===== src/hw/rtl/brp_pkg.sv =====
// Package for the bit-sliced range predicate unit.
// Holds item and result payload types, register and operation codes, and default sizes.
// No dependencies.
package brp_pkg;

    localparam int DEF_MAX_SLICES    = 32;
    localparam int DEF_ROWS_PER_WORD = 64;

    localparam int WORD_W  = 64;
    localparam int COUNT_W = 7;
    localparam int SUM_W   = 38;
    localparam int VALUE_W = 32;
    localparam int SLICE_W = 6;
    localparam int OP_W    = 3;

    typedef enum logic [1:0] {
        REG_COMPARE_VALUE = 2'd0,
        REG_COLUMN_MAX    = 2'd1,
        REG_SLICE_COUNT   = 2'd2,
        REG_OP_MODE       = 2'd3
    } cfg_index_t;

    typedef enum logic [OP_W-1:0] {
        OP_EQ = 3'd0,
        OP_GT = 3'd1,
        OP_GE = 3'd2,
        OP_LT = 3'd3,
        OP_LE = 3'd4
    } op_t;

    typedef struct packed {
        logic [WORD_W-1:0] slice_word;
        logic [WORD_W-1:0] exist_word;
    } item_t;

    typedef struct packed {
        logic [WORD_W-1:0]  match_word;
        logic [COUNT_W-1:0] match_count;
        logic [SUM_W-1:0]   chunk_sum;
    } result_t;

endpackage


===== src/hw/rtl/bitsliced_range_predicate_unit.sv =====
// Bit-sliced range predicate unit: compares a sliced integer column against a set value.
// One module: input register, per-row accumulators and result register.
// Depends on brp_pkg.
//
// Usage:
//   The item channel (item, item_valid, item_stall) carries one bit slice of a
//   64-row chunk with its row-existence word, least significant slice first.
//   After slice_count slices the result channel (result, result_valid,
//   result_stall) presents the match mask, the count of matching existing rows
//   and the sum of the existing rows' values for that chunk.
//   Throughput is one slice item per cycle; the accumulator update, popcounts
//   and shift-add sit in one stage between the input and result registers.
//   A chunk's result enters the result register as its last slice leaves the
//   input register. While the result register holds an untaken result,
//   non-final slices keep flowing; only a final slice waits, and item_stall
//   rises once the input register holds it. Configuration (cfg_we, cfg_index,
//   cfg_data) is written while no chunk is in flight. Reset clears the greater
//   and sum accumulators, sets the equal accumulator to all ones, clears both
//   pipeline valids and loads the register defaults (compare value 0, column
//   max all ones, 32 slices, EQ).
module bitsliced_range_predicate_unit
#(
    parameter int MAX_SLICES    = brp_pkg::DEF_MAX_SLICES,
    parameter int ROWS_PER_WORD = brp_pkg::DEF_ROWS_PER_WORD
)
(
    input  logic                            clk,
    input  logic                            rst_n,
    input  brp_pkg::item_t                  item,
    input  logic                            item_valid,
    output logic                            item_stall,
    output brp_pkg::result_t                result,
    output logic                            result_valid,
    input  logic                            result_stall,
    input  logic                            cfg_we,
    input  logic [1:0]                      cfg_index,
    input  logic [brp_pkg::VALUE_W-1:0]     cfg_data
);
    import brp_pkg::*;

    localparam logic [WORD_W-1:0] ROW_MASK = (ROWS_PER_WORD >= WORD_W) ? {WORD_W{1'b1}} :
                                             ((WORD_W'(1) << ROWS_PER_WORD) - WORD_W'(1));
    localparam logic [SLICE_W:0]  MAX_LAST = (SLICE_W+1)'(MAX_SLICES - 1);

    function automatic logic [COUNT_W-1:0] pop64(input logic [WORD_W-1:0] w);
        logic [COUNT_W-1:0] n;
        n = '0;
        for (int i = 0; i < WORD_W; i++)
        begin
            n = n + COUNT_W'(w[i]);
        end
        return n;
    endfunction

    logic [VALUE_W-1:0] compare_value_reg;
    logic [VALUE_W-1:0] column_max_reg;
    logic [SLICE_W-1:0] slice_count_reg;
    logic [OP_W-1:0]    op_mode_reg;

    item_t              stage_reg;
    logic               stage_valid_reg;

    logic [WORD_W-1:0]  greater_reg, greater_next;
    logic [WORD_W-1:0]  equal_reg, equal_next;
    logic [SLICE_W-1:0] slice_pos_reg;
    logic [SUM_W-1:0]   sum_reg, sum_next;

    result_t            result_reg, result_next;
    logic               result_valid_reg;

    logic [SLICE_W:0]   last_pos;
    logic               is_last;
    logic               advance;
    logic               emit;
    logic               vbit;
    logic [WORD_W-1:0]  gt_mask, eq_mask, match;

    always_ff @(posedge clk or negedge rst_n)
    begin
        if (!rst_n)
        begin
            compare_value_reg <= '0;
            column_max_reg    <= '1;
            slice_count_reg   <= SLICE_W'(32);
            op_mode_reg       <= OP_EQ;
        end
        else if (cfg_we)
        begin
            unique case (cfg_index)
                REG_COMPARE_VALUE: compare_value_reg <= cfg_data;
                REG_COLUMN_MAX:    column_max_reg    <= cfg_data;
                REG_SLICE_COUNT:   slice_count_reg   <= cfg_data[SLICE_W-1:0];
                REG_OP_MODE:       op_mode_reg       <= cfg_data[OP_W-1:0];
                default:           ;
            endcase
        end
    end

    always_comb
    begin
        priority if (slice_count_reg == '0)
            last_pos = '0;
        else if ({1'b0, slice_count_reg} > MAX_LAST)
            last_pos = MAX_LAST;
        else
            last_pos = {1'b0, slice_count_reg} - (SLICE_W+1)'(1);
    end

    assign is_last    = ({1'b0, slice_pos_reg} >= last_pos);
    assign advance    = stage_valid_reg && (!is_last || !result_valid_reg || !result_stall);
    assign emit       = advance && is_last;
    assign item_stall = stage_valid_reg && !advance;

    always_ff @(posedge clk or negedge rst_n)
    begin
        if (!rst_n)
            stage_valid_reg <= 1'b0;
        else if (!item_stall)
            stage_valid_reg <= item_valid;
    end

    always_ff @(posedge clk)
    begin
        if (item_valid && !item_stall)
        begin
            stage_reg.slice_word <= item.slice_word & ROW_MASK;
            stage_reg.exist_word <= item.exist_word & ROW_MASK;
        end
    end

    assign vbit = (slice_pos_reg < SLICE_W'(VALUE_W)) ?
                  compare_value_reg[slice_pos_reg[$clog2(VALUE_W)-1:0]] : 1'b0;

    always_comb
    begin
        if (vbit)
        begin
            greater_next = greater_reg & stage_reg.slice_word;
            equal_next   = equal_reg & stage_reg.slice_word;
        end
        else
        begin
            greater_next = greater_reg | stage_reg.slice_word;
            equal_next   = equal_reg & ~stage_reg.slice_word;
        end
        sum_next = sum_reg + (SUM_W'(pop64(stage_reg.slice_word & stage_reg.exist_word))
                              << slice_pos_reg);
    end

    always_comb
    begin
        if (compare_value_reg > column_max_reg)
        begin
            gt_mask = '0;
            eq_mask = '0;
        end
        else
        begin
            gt_mask = greater_next & ROW_MASK;
            eq_mask = equal_next & ROW_MASK;
        end
        unique case (op_mode_reg)
            OP_EQ:   match = eq_mask;
            OP_GT:   match = gt_mask;
            OP_GE:   match = gt_mask | eq_mask;
            OP_LT:   match = ~(gt_mask | eq_mask) & ROW_MASK;
            OP_LE:   match = ~gt_mask & ROW_MASK;
            default: match = '0;
        endcase
        result_next.match_word  = match;
        result_next.match_count = pop64(match & stage_reg.exist_word);
        result_next.chunk_sum   = sum_next;
    end

    always_ff @(posedge clk or negedge rst_n)
    begin
        if (!rst_n)
        begin
            greater_reg   <= '0;
            equal_reg     <= '1;
            slice_pos_reg <= '0;
            sum_reg       <= '0;
        end
        else if (advance)
        begin
            if (is_last)
            begin
                greater_reg   <= '0;
                equal_reg     <= '1;
                slice_pos_reg <= '0;
                sum_reg       <= '0;
            end
            else
            begin
                greater_reg   <= greater_next;
                equal_reg     <= equal_next;
                slice_pos_reg <= slice_pos_reg + SLICE_W'(1);
                sum_reg       <= sum_next;
            end
        end
    end

    always_ff @(posedge clk or negedge rst_n)
    begin
        if (!rst_n)
            result_valid_reg <= 1'b0;
        else if (emit)
            result_valid_reg <= 1'b1;
        else if (!result_stall)
            result_valid_reg <= 1'b0;
    end

    always_ff @(posedge clk)
    begin
        if (emit)
            result_reg <= result_next;
    end

    assign result       = result_reg;
    assign result_valid = result_valid_reg;

    a_pos_in_range: assert property (@(posedge clk) disable iff (!rst_n)
        {1'b0, slice_pos_reg} <= MAX_LAST)
        else $error("slice position beyond last slice");

    a_emit_shows: assert property (@(posedge clk) disable iff (!rst_n)
        emit |=> result_valid)
        else $error("final slice did not produce a result");

    a_stall_needs_item: assert property (@(posedge clk) disable iff (!rst_n)
        item_stall |-> (stage_valid_reg && is_last && result_valid_reg))
        else $error("input stalled without a blocked final slice");

    a_count_zero: assert property (@(posedge clk) disable iff (!rst_n)
        (result_valid && result.match_word == '0) |-> (result.match_count == '0))
        else $error("nonzero count for empty mask");

endmodule

===== config.mk =====
export PLATFORM = sky130hd
export DESIGN_NAME = bitsliced_range_predicate_unit
export DESIGN_NICKNAME = d
export VERILOG_FILES = /design/src/hw/rtl/brp_pkg.sv /design/src/hw/rtl/bitsliced_range_predicate_unit.sv
export SDC_FILE = /design/constraint.sdc
export NUM_CORES = 1
export LEC_CHECK = 0
export BUFFER_PORTS_ARGS = -buffer_cell sky130_fd_sc_hd__buf_2
export CAP_MARGIN = 30
export CORE_ASPECT_RATIO = 0.5
export CORE_MARGIN = 4
export CORE_UTILIZATION = 40
export CTS_BUF_LIST = sky130_fd_sc_hd__clkbuf_2 sky130_fd_sc_hd__clkbuf_4 sky130_fd_sc_hd__clkbuf_8
export DETAILED_ROUTE_END_ITERATION = 16
export PLACE_DENSITY = 0.6
export SYNTH_ARGS = -nofsm -noshare
export SYNTH_HDL_FRONTEND = slang
export SYNTH_SLANG_ARGS = --single-unit

===== constraint.sdc =====
create_clock -name clk -period 24.5 [get_ports clk]
set_input_delay 4.9 -clock clk [delete_from_list [all_inputs] [get_ports clk]]
set_output_delay 4.9 -clock clk [all_outputs]
set_load 0.01 [all_outputs]

After elaboration in Yosys (flattened, before gate mapping)
Index checks and enable logic that the tools add are counted.

Add/sub/neg operators: 129. Multipliers: 0. Div/mod/pow operators: 0. $lt $le $gt $ge: 5. Equality and inequality tests: 8. Shift operators: 1. Multiplexer cells: 16. Bitwise gates (word level): 10. Reduce and logical (&&, ||, !) cells: 18.

Operators by type and width (count): $add 7x1->7 (114); $mux 64 (6); $and 64x64->64 (5); $pmux 64 s5 (1); $not 64->64 (3); $or 64x64->64 (2); $add 38x38->38 (1); $mux 38 (1); $shl 7x6->38 (1); $gt 32x32->1 (1); $add 6x1->7 (2); $mux 7 (2); $add 5x1->6 (2); $add 4x1->5 (2); $add 3x1->4 (2); $reduce_and 2->1 (4); $ge 6x7->1 (1); $sub 6x1->7 const B (1); $add 2x1->3 (2); $add 6x1->6 const B (1); $eq 3x2->1 const B (2); $gt 6x5->1 const B (1); $logic_not 6->1 (1); $lt 5x6->1 const B (1); other kinds (15) (28).

Flip-flop bits (word level): 484. Latch bits: 0. Bits in writable memories: 0. ROM bits: 0. Input bits: 167. Word-level logic and storage cells: 202. Memories kept: 0.

Longest topological paths before layout
Word-level depth: 72. Mapped depth: 36. Depth with buffers taken out: 35.

Worst setup path before layout
No wires, ideal clock.

Path kind: input to register. Start point: input result_stall. End point: register stage_reg[0] (netlist bit) (enable). Arrival time: 10.750 ns. Required time: 23.870 ns. Path slack: 13.121 ns. Stages on the path: 3. Cell sequence: nand2_1 -> nor3b_1 -> nor2b_1.

Cells in the longest elaborated chain, start to end: 7.

RTL lines: start, declared (line bitsliced_range_predicate_unit.sv:34) `input logic result_stall,`; $logic_not 1->1; $logic_or 1x1->1 (line bitsliced_range_predicate_unit.sv:110) `assign advance = stage_valid_reg && (!is_last || !result_valid_reg || !result_stall);`; $logic_and 1x1->1 (line bitsliced_range_predicate_unit.sv:110); $logic_not 1->1 (line bitsliced_range_predicate_unit.sv:112) `assign item_stall = stage_valid_reg && !advance;`; $logic_and 1x1->1 (line bitsliced_range_predicate_unit.sv:112); via item_stall (line bitsliced_range_predicate_unit.sv:31) `output logic item_stall,`; $logic_not 1->1 (line bitsliced_range_predicate_unit.sv:124) `if (item_valid && !item_stall)`; $logic_and 1x1->1 (line bitsliced_range_predicate_unit.sv:124); end, declared (line bitsliced_range_predicate_unit.sv:60) `item_t stage_reg;`.

The timed path passes the listed nets, and every way through them passes these cells. A chain may end at the register's enable or synchronous reset.

Worst setup path in the final report
Start point: input result_stall. End point: output item_stall.

Cells in the longest elaborated chain, start to end: 5.

RTL lines (line): $logic_not 1->1; $logic_or 1x1->1 (bitsliced_range_predicate_unit.sv:110); $logic_and 1x1->1 (bitsliced_range_predicate_unit.sv:110); $logic_not 1->1 (bitsliced_range_predicate_unit.sv:112); $logic_and 1x1->1 (bitsliced_range_predicate_unit.sv:112); end, declared (bitsliced_range_predicate_unit.sv:31).

No other way between the ends.

==> results.py <==
metrics = {
    "sta": {
        "hold_viol": 0,
        "rsz0062_at_grt": "false",
        "skew_ns": 0.03813,
        "worstMarginPinSlew_ns": 0.9965,
        "slew_viol_final": 0,
        "max_freq_mhz": 93.59,
        "fin_ws_ns": 13.82,
        "fin_crit_sh_pct": 43.61,
        "slew_headroom_pct": 33.57,
        "min_period_ns": 10.68,
        "setup_viol": 0,
        "fin_tns_setup_ns": 0,
    },
    "clock_tree": {
        "cts_tree": "yes",
        "cts_resized": 0,
        "cts.sinks": 484,
        "numCtsBuffers": 77,
        "htreeDepth": 3,
        "post-cts-setup-buffers": 0,
        "cts.clk_slew.worst_paths_ns": 0.07,
        "clock_latency_ns": 0.72,
        "cts_hold_buffers": 0,
        "cts_root_buffer": "clkbuf_8",
        "clockBufferDepth": 3,
    },
    "job": {
        "drv_cap": 0,
    },
    "grt": {
        "use_met3_pct": 4.072,
        "antenna_found_initial": 4,
        "overflow": 0,
        "grtUsageTotal_pct": 21.40,
        "grt.met2_usage_pct": 35.01,
        "grt_pass1_vias": 21450,
        "grtUsageMet1_pct": 28.93,
        "gr-max-usage-layer": "met2",
        "grt_pass1_wl_mm": 127.6,
        "grt_max_degree": 166,
    },
    "outcome": {
        "status": "finished clean",
    },
    "logic_synthesis": {
        "synth_cells": 2591,
        "syn_nets": 2974,
        "synth-main-ff-cell": "edfxtp_1",
        "synth-edff-count": 237,
        "synth-xor-area-share_pct": 2.767,
        "synthAdderAreaFrac_pct": 14.07,
        "synth.distinct_cells": 73,
        "synth_top_family_by_area": "compound AO/OA/AOI/OAI gates",
        "synth_top_cell_area_share_pct": 24.71,
        "avgSynthCellArea_sq_um": 11.12,
        "yosysWarnings": 0,
        "syn_area_sq_mm": 0.02880,
        "synthArstFlopShare_pct": 51.03,
        "ys_top_cells_by_area": "edfxtp_1 (25%), dfrtp_1 (13%), dfstp_2 (8.8%)",
        "synth_mux_area_share_pct": 5.690,
        "yosysSeqAreaShare_pct": 46.59,
        "ys_ff_latch": 484,
        "synth.largest_area_cell": "edfxtp_1",
        "synth_compound_area_share_pct": 15.62,
        "synthSimpleGateAreaFrac_pct": 11.01,
    },
    "cells_and_area": {
        "area_delta_synth_final_pct": 13.51,
        "utilization_pct": 45.96,
        "final_common_cell": "nand2_1",
        "multiInputGateArea_sq_mm": 0.01422,
        "fin_cells": 3863,
        "largest_register_ffs": 128,
        "seq_area_sq_mm": 0.01342,
        "fillers": 6675,
        "final_cell_mix": "nand2_1 (317), buf_2 (276), edfxtp_1 (237), dfrtp_1 (150), inv_1 (138)",
        "drive_gt1_share_pct": 23.84,
        "num-nets-final": 3216,
    },
    "floorplan": {
        "start_util_pct": 40.49,
        "dieHeight_um": 197.8,
        "coreArea_sq_mm": 0.07114,
        "core.rowCount": 69,
        "die_area_sq_mm": 0.07663,
        "die_x_um": 387.5,
        "io_pins": 278,
    },
    "route": {
        "ant_nets": 0,
        "wire_per_inst_um": 21.47,
        "dr.first_iter.drc_count": 1728,
        "firstDrtPassIters": 5,
        "vias_per_cell": 5.554,
        "route.detailed.drc": 0,
        "routed_wirelength_mm": 82.93,
        "vias": 21460,
    },
    "place": {
        "pre_cts_ws_ns": 13.81,
        "numPortBuffers": 277,
        "place_inst": 3711,
        "dpl.hpwl_mm": 55.83,
        "place_congestion": 0.8891,
    },
    "worst_setup_path": {
        "critical_path_arrival_ns": 5.78,
        "crit_required_ns": 19.60,
        "crit_fanout": 4,
        "endpoint_kind": "primary output",
        "setup.worst_path.class": "input port to primary output",
        "startpoint_type": "input port",
    },
    "worst_hold_path": {
        "min_path_type": "flop to flop",
    },
}
==> worst max-delay path, stage by stage <==
cell and delay (ns):
buf_2 0.07, nand2_1 0.14, nor3b_1 0.45, buf_2 0.22
==> metal layers <==
| layer | part of all wire, % | vias to the layer above |
|---|---|---|
| li1 | - | 9909 |
| met1 | 44 | 10690 |
| met2 | 47 | 697 |
| met3 | 5.5 | 158 |
| met4 | 3.1 | 0 |
| met5 | 0 | - |
==> area by class of cell <==
cell class | count | share of cell area (%)
Sequential cell | 484 | 41.04
Inverter | 139 | 1.611
Multi-Input combinational cell | 1827 | 43.50
Clock inverter | 35 | 0.8457
Timing Repair Buffer | 304 | 5.128
Tap cell | 958 | 3.666
Antenna cell | 7 | 0.05358
Clock buffer | 109 | 4.148
==> final timing paths <==
kind                                     from              end  slack (ns)  depth (start not counted)
max in group asynchronous               rst_n      sum_reg[22]       18.84                          2
hold reg to reg                  equal_reg[2]     equal_reg[2]        0.49                          2
setup / recovery                 result_stall       item_stall       13.82                          4
setup reg to reg           column_max_reg[27]       result[44]       14.27                         31
hold / removal                   equal_reg[2]     equal_reg[2]        0.49                          2
min in group asynchronous               rst_n  greater_reg[48]        4.23                          1
==> metrics by stage <==
step	hold slack, ns	instance area [sq um]
after detailed placement	0.4797	31020
after CTS	0.4902	32650
after global routing	0.5070	32700
after global placement	0.4686	30990
after floorplan	0.4551	28800
final	0.4866	32700
==> synthesized netlist by cell type, drive strengths merged (5+ instances only) <==
library cell	number
inv	139
dfrtp	150
nor2	88
nand2	317
nand3	68
a32oi	52
edfxtp	237
nand4	12
o31ai	9
buf	58
nor2b	14
dfstp	97
o311a	13
a21o	48
o21ai	127
o21bai	6
fa	109
mux2i	58
xnor2	26
a22o	86
a211o	16
and2	104
o21a	24
o22ai	65
mux2	76
clkbuf	83
or3	6
or2	20
ha	107
mux4	9
a211oi	9
nor3	21
xor2	65
nor4	5
nand2b	8
a311oi	12
a21oi	134
maj3	53
a31oi	18
==> cell families after synthesis <==
kind of cell / after synthesis
flops: 484
mux: 143
compound gates: 650
xor+xnor: 91
fa+ha+maj: 269
simple gates: 674
buf+inv: 280
Power is not shown: default switching activity piles up to over one toggle a cycle in this logic, so the estimate is an artifact.
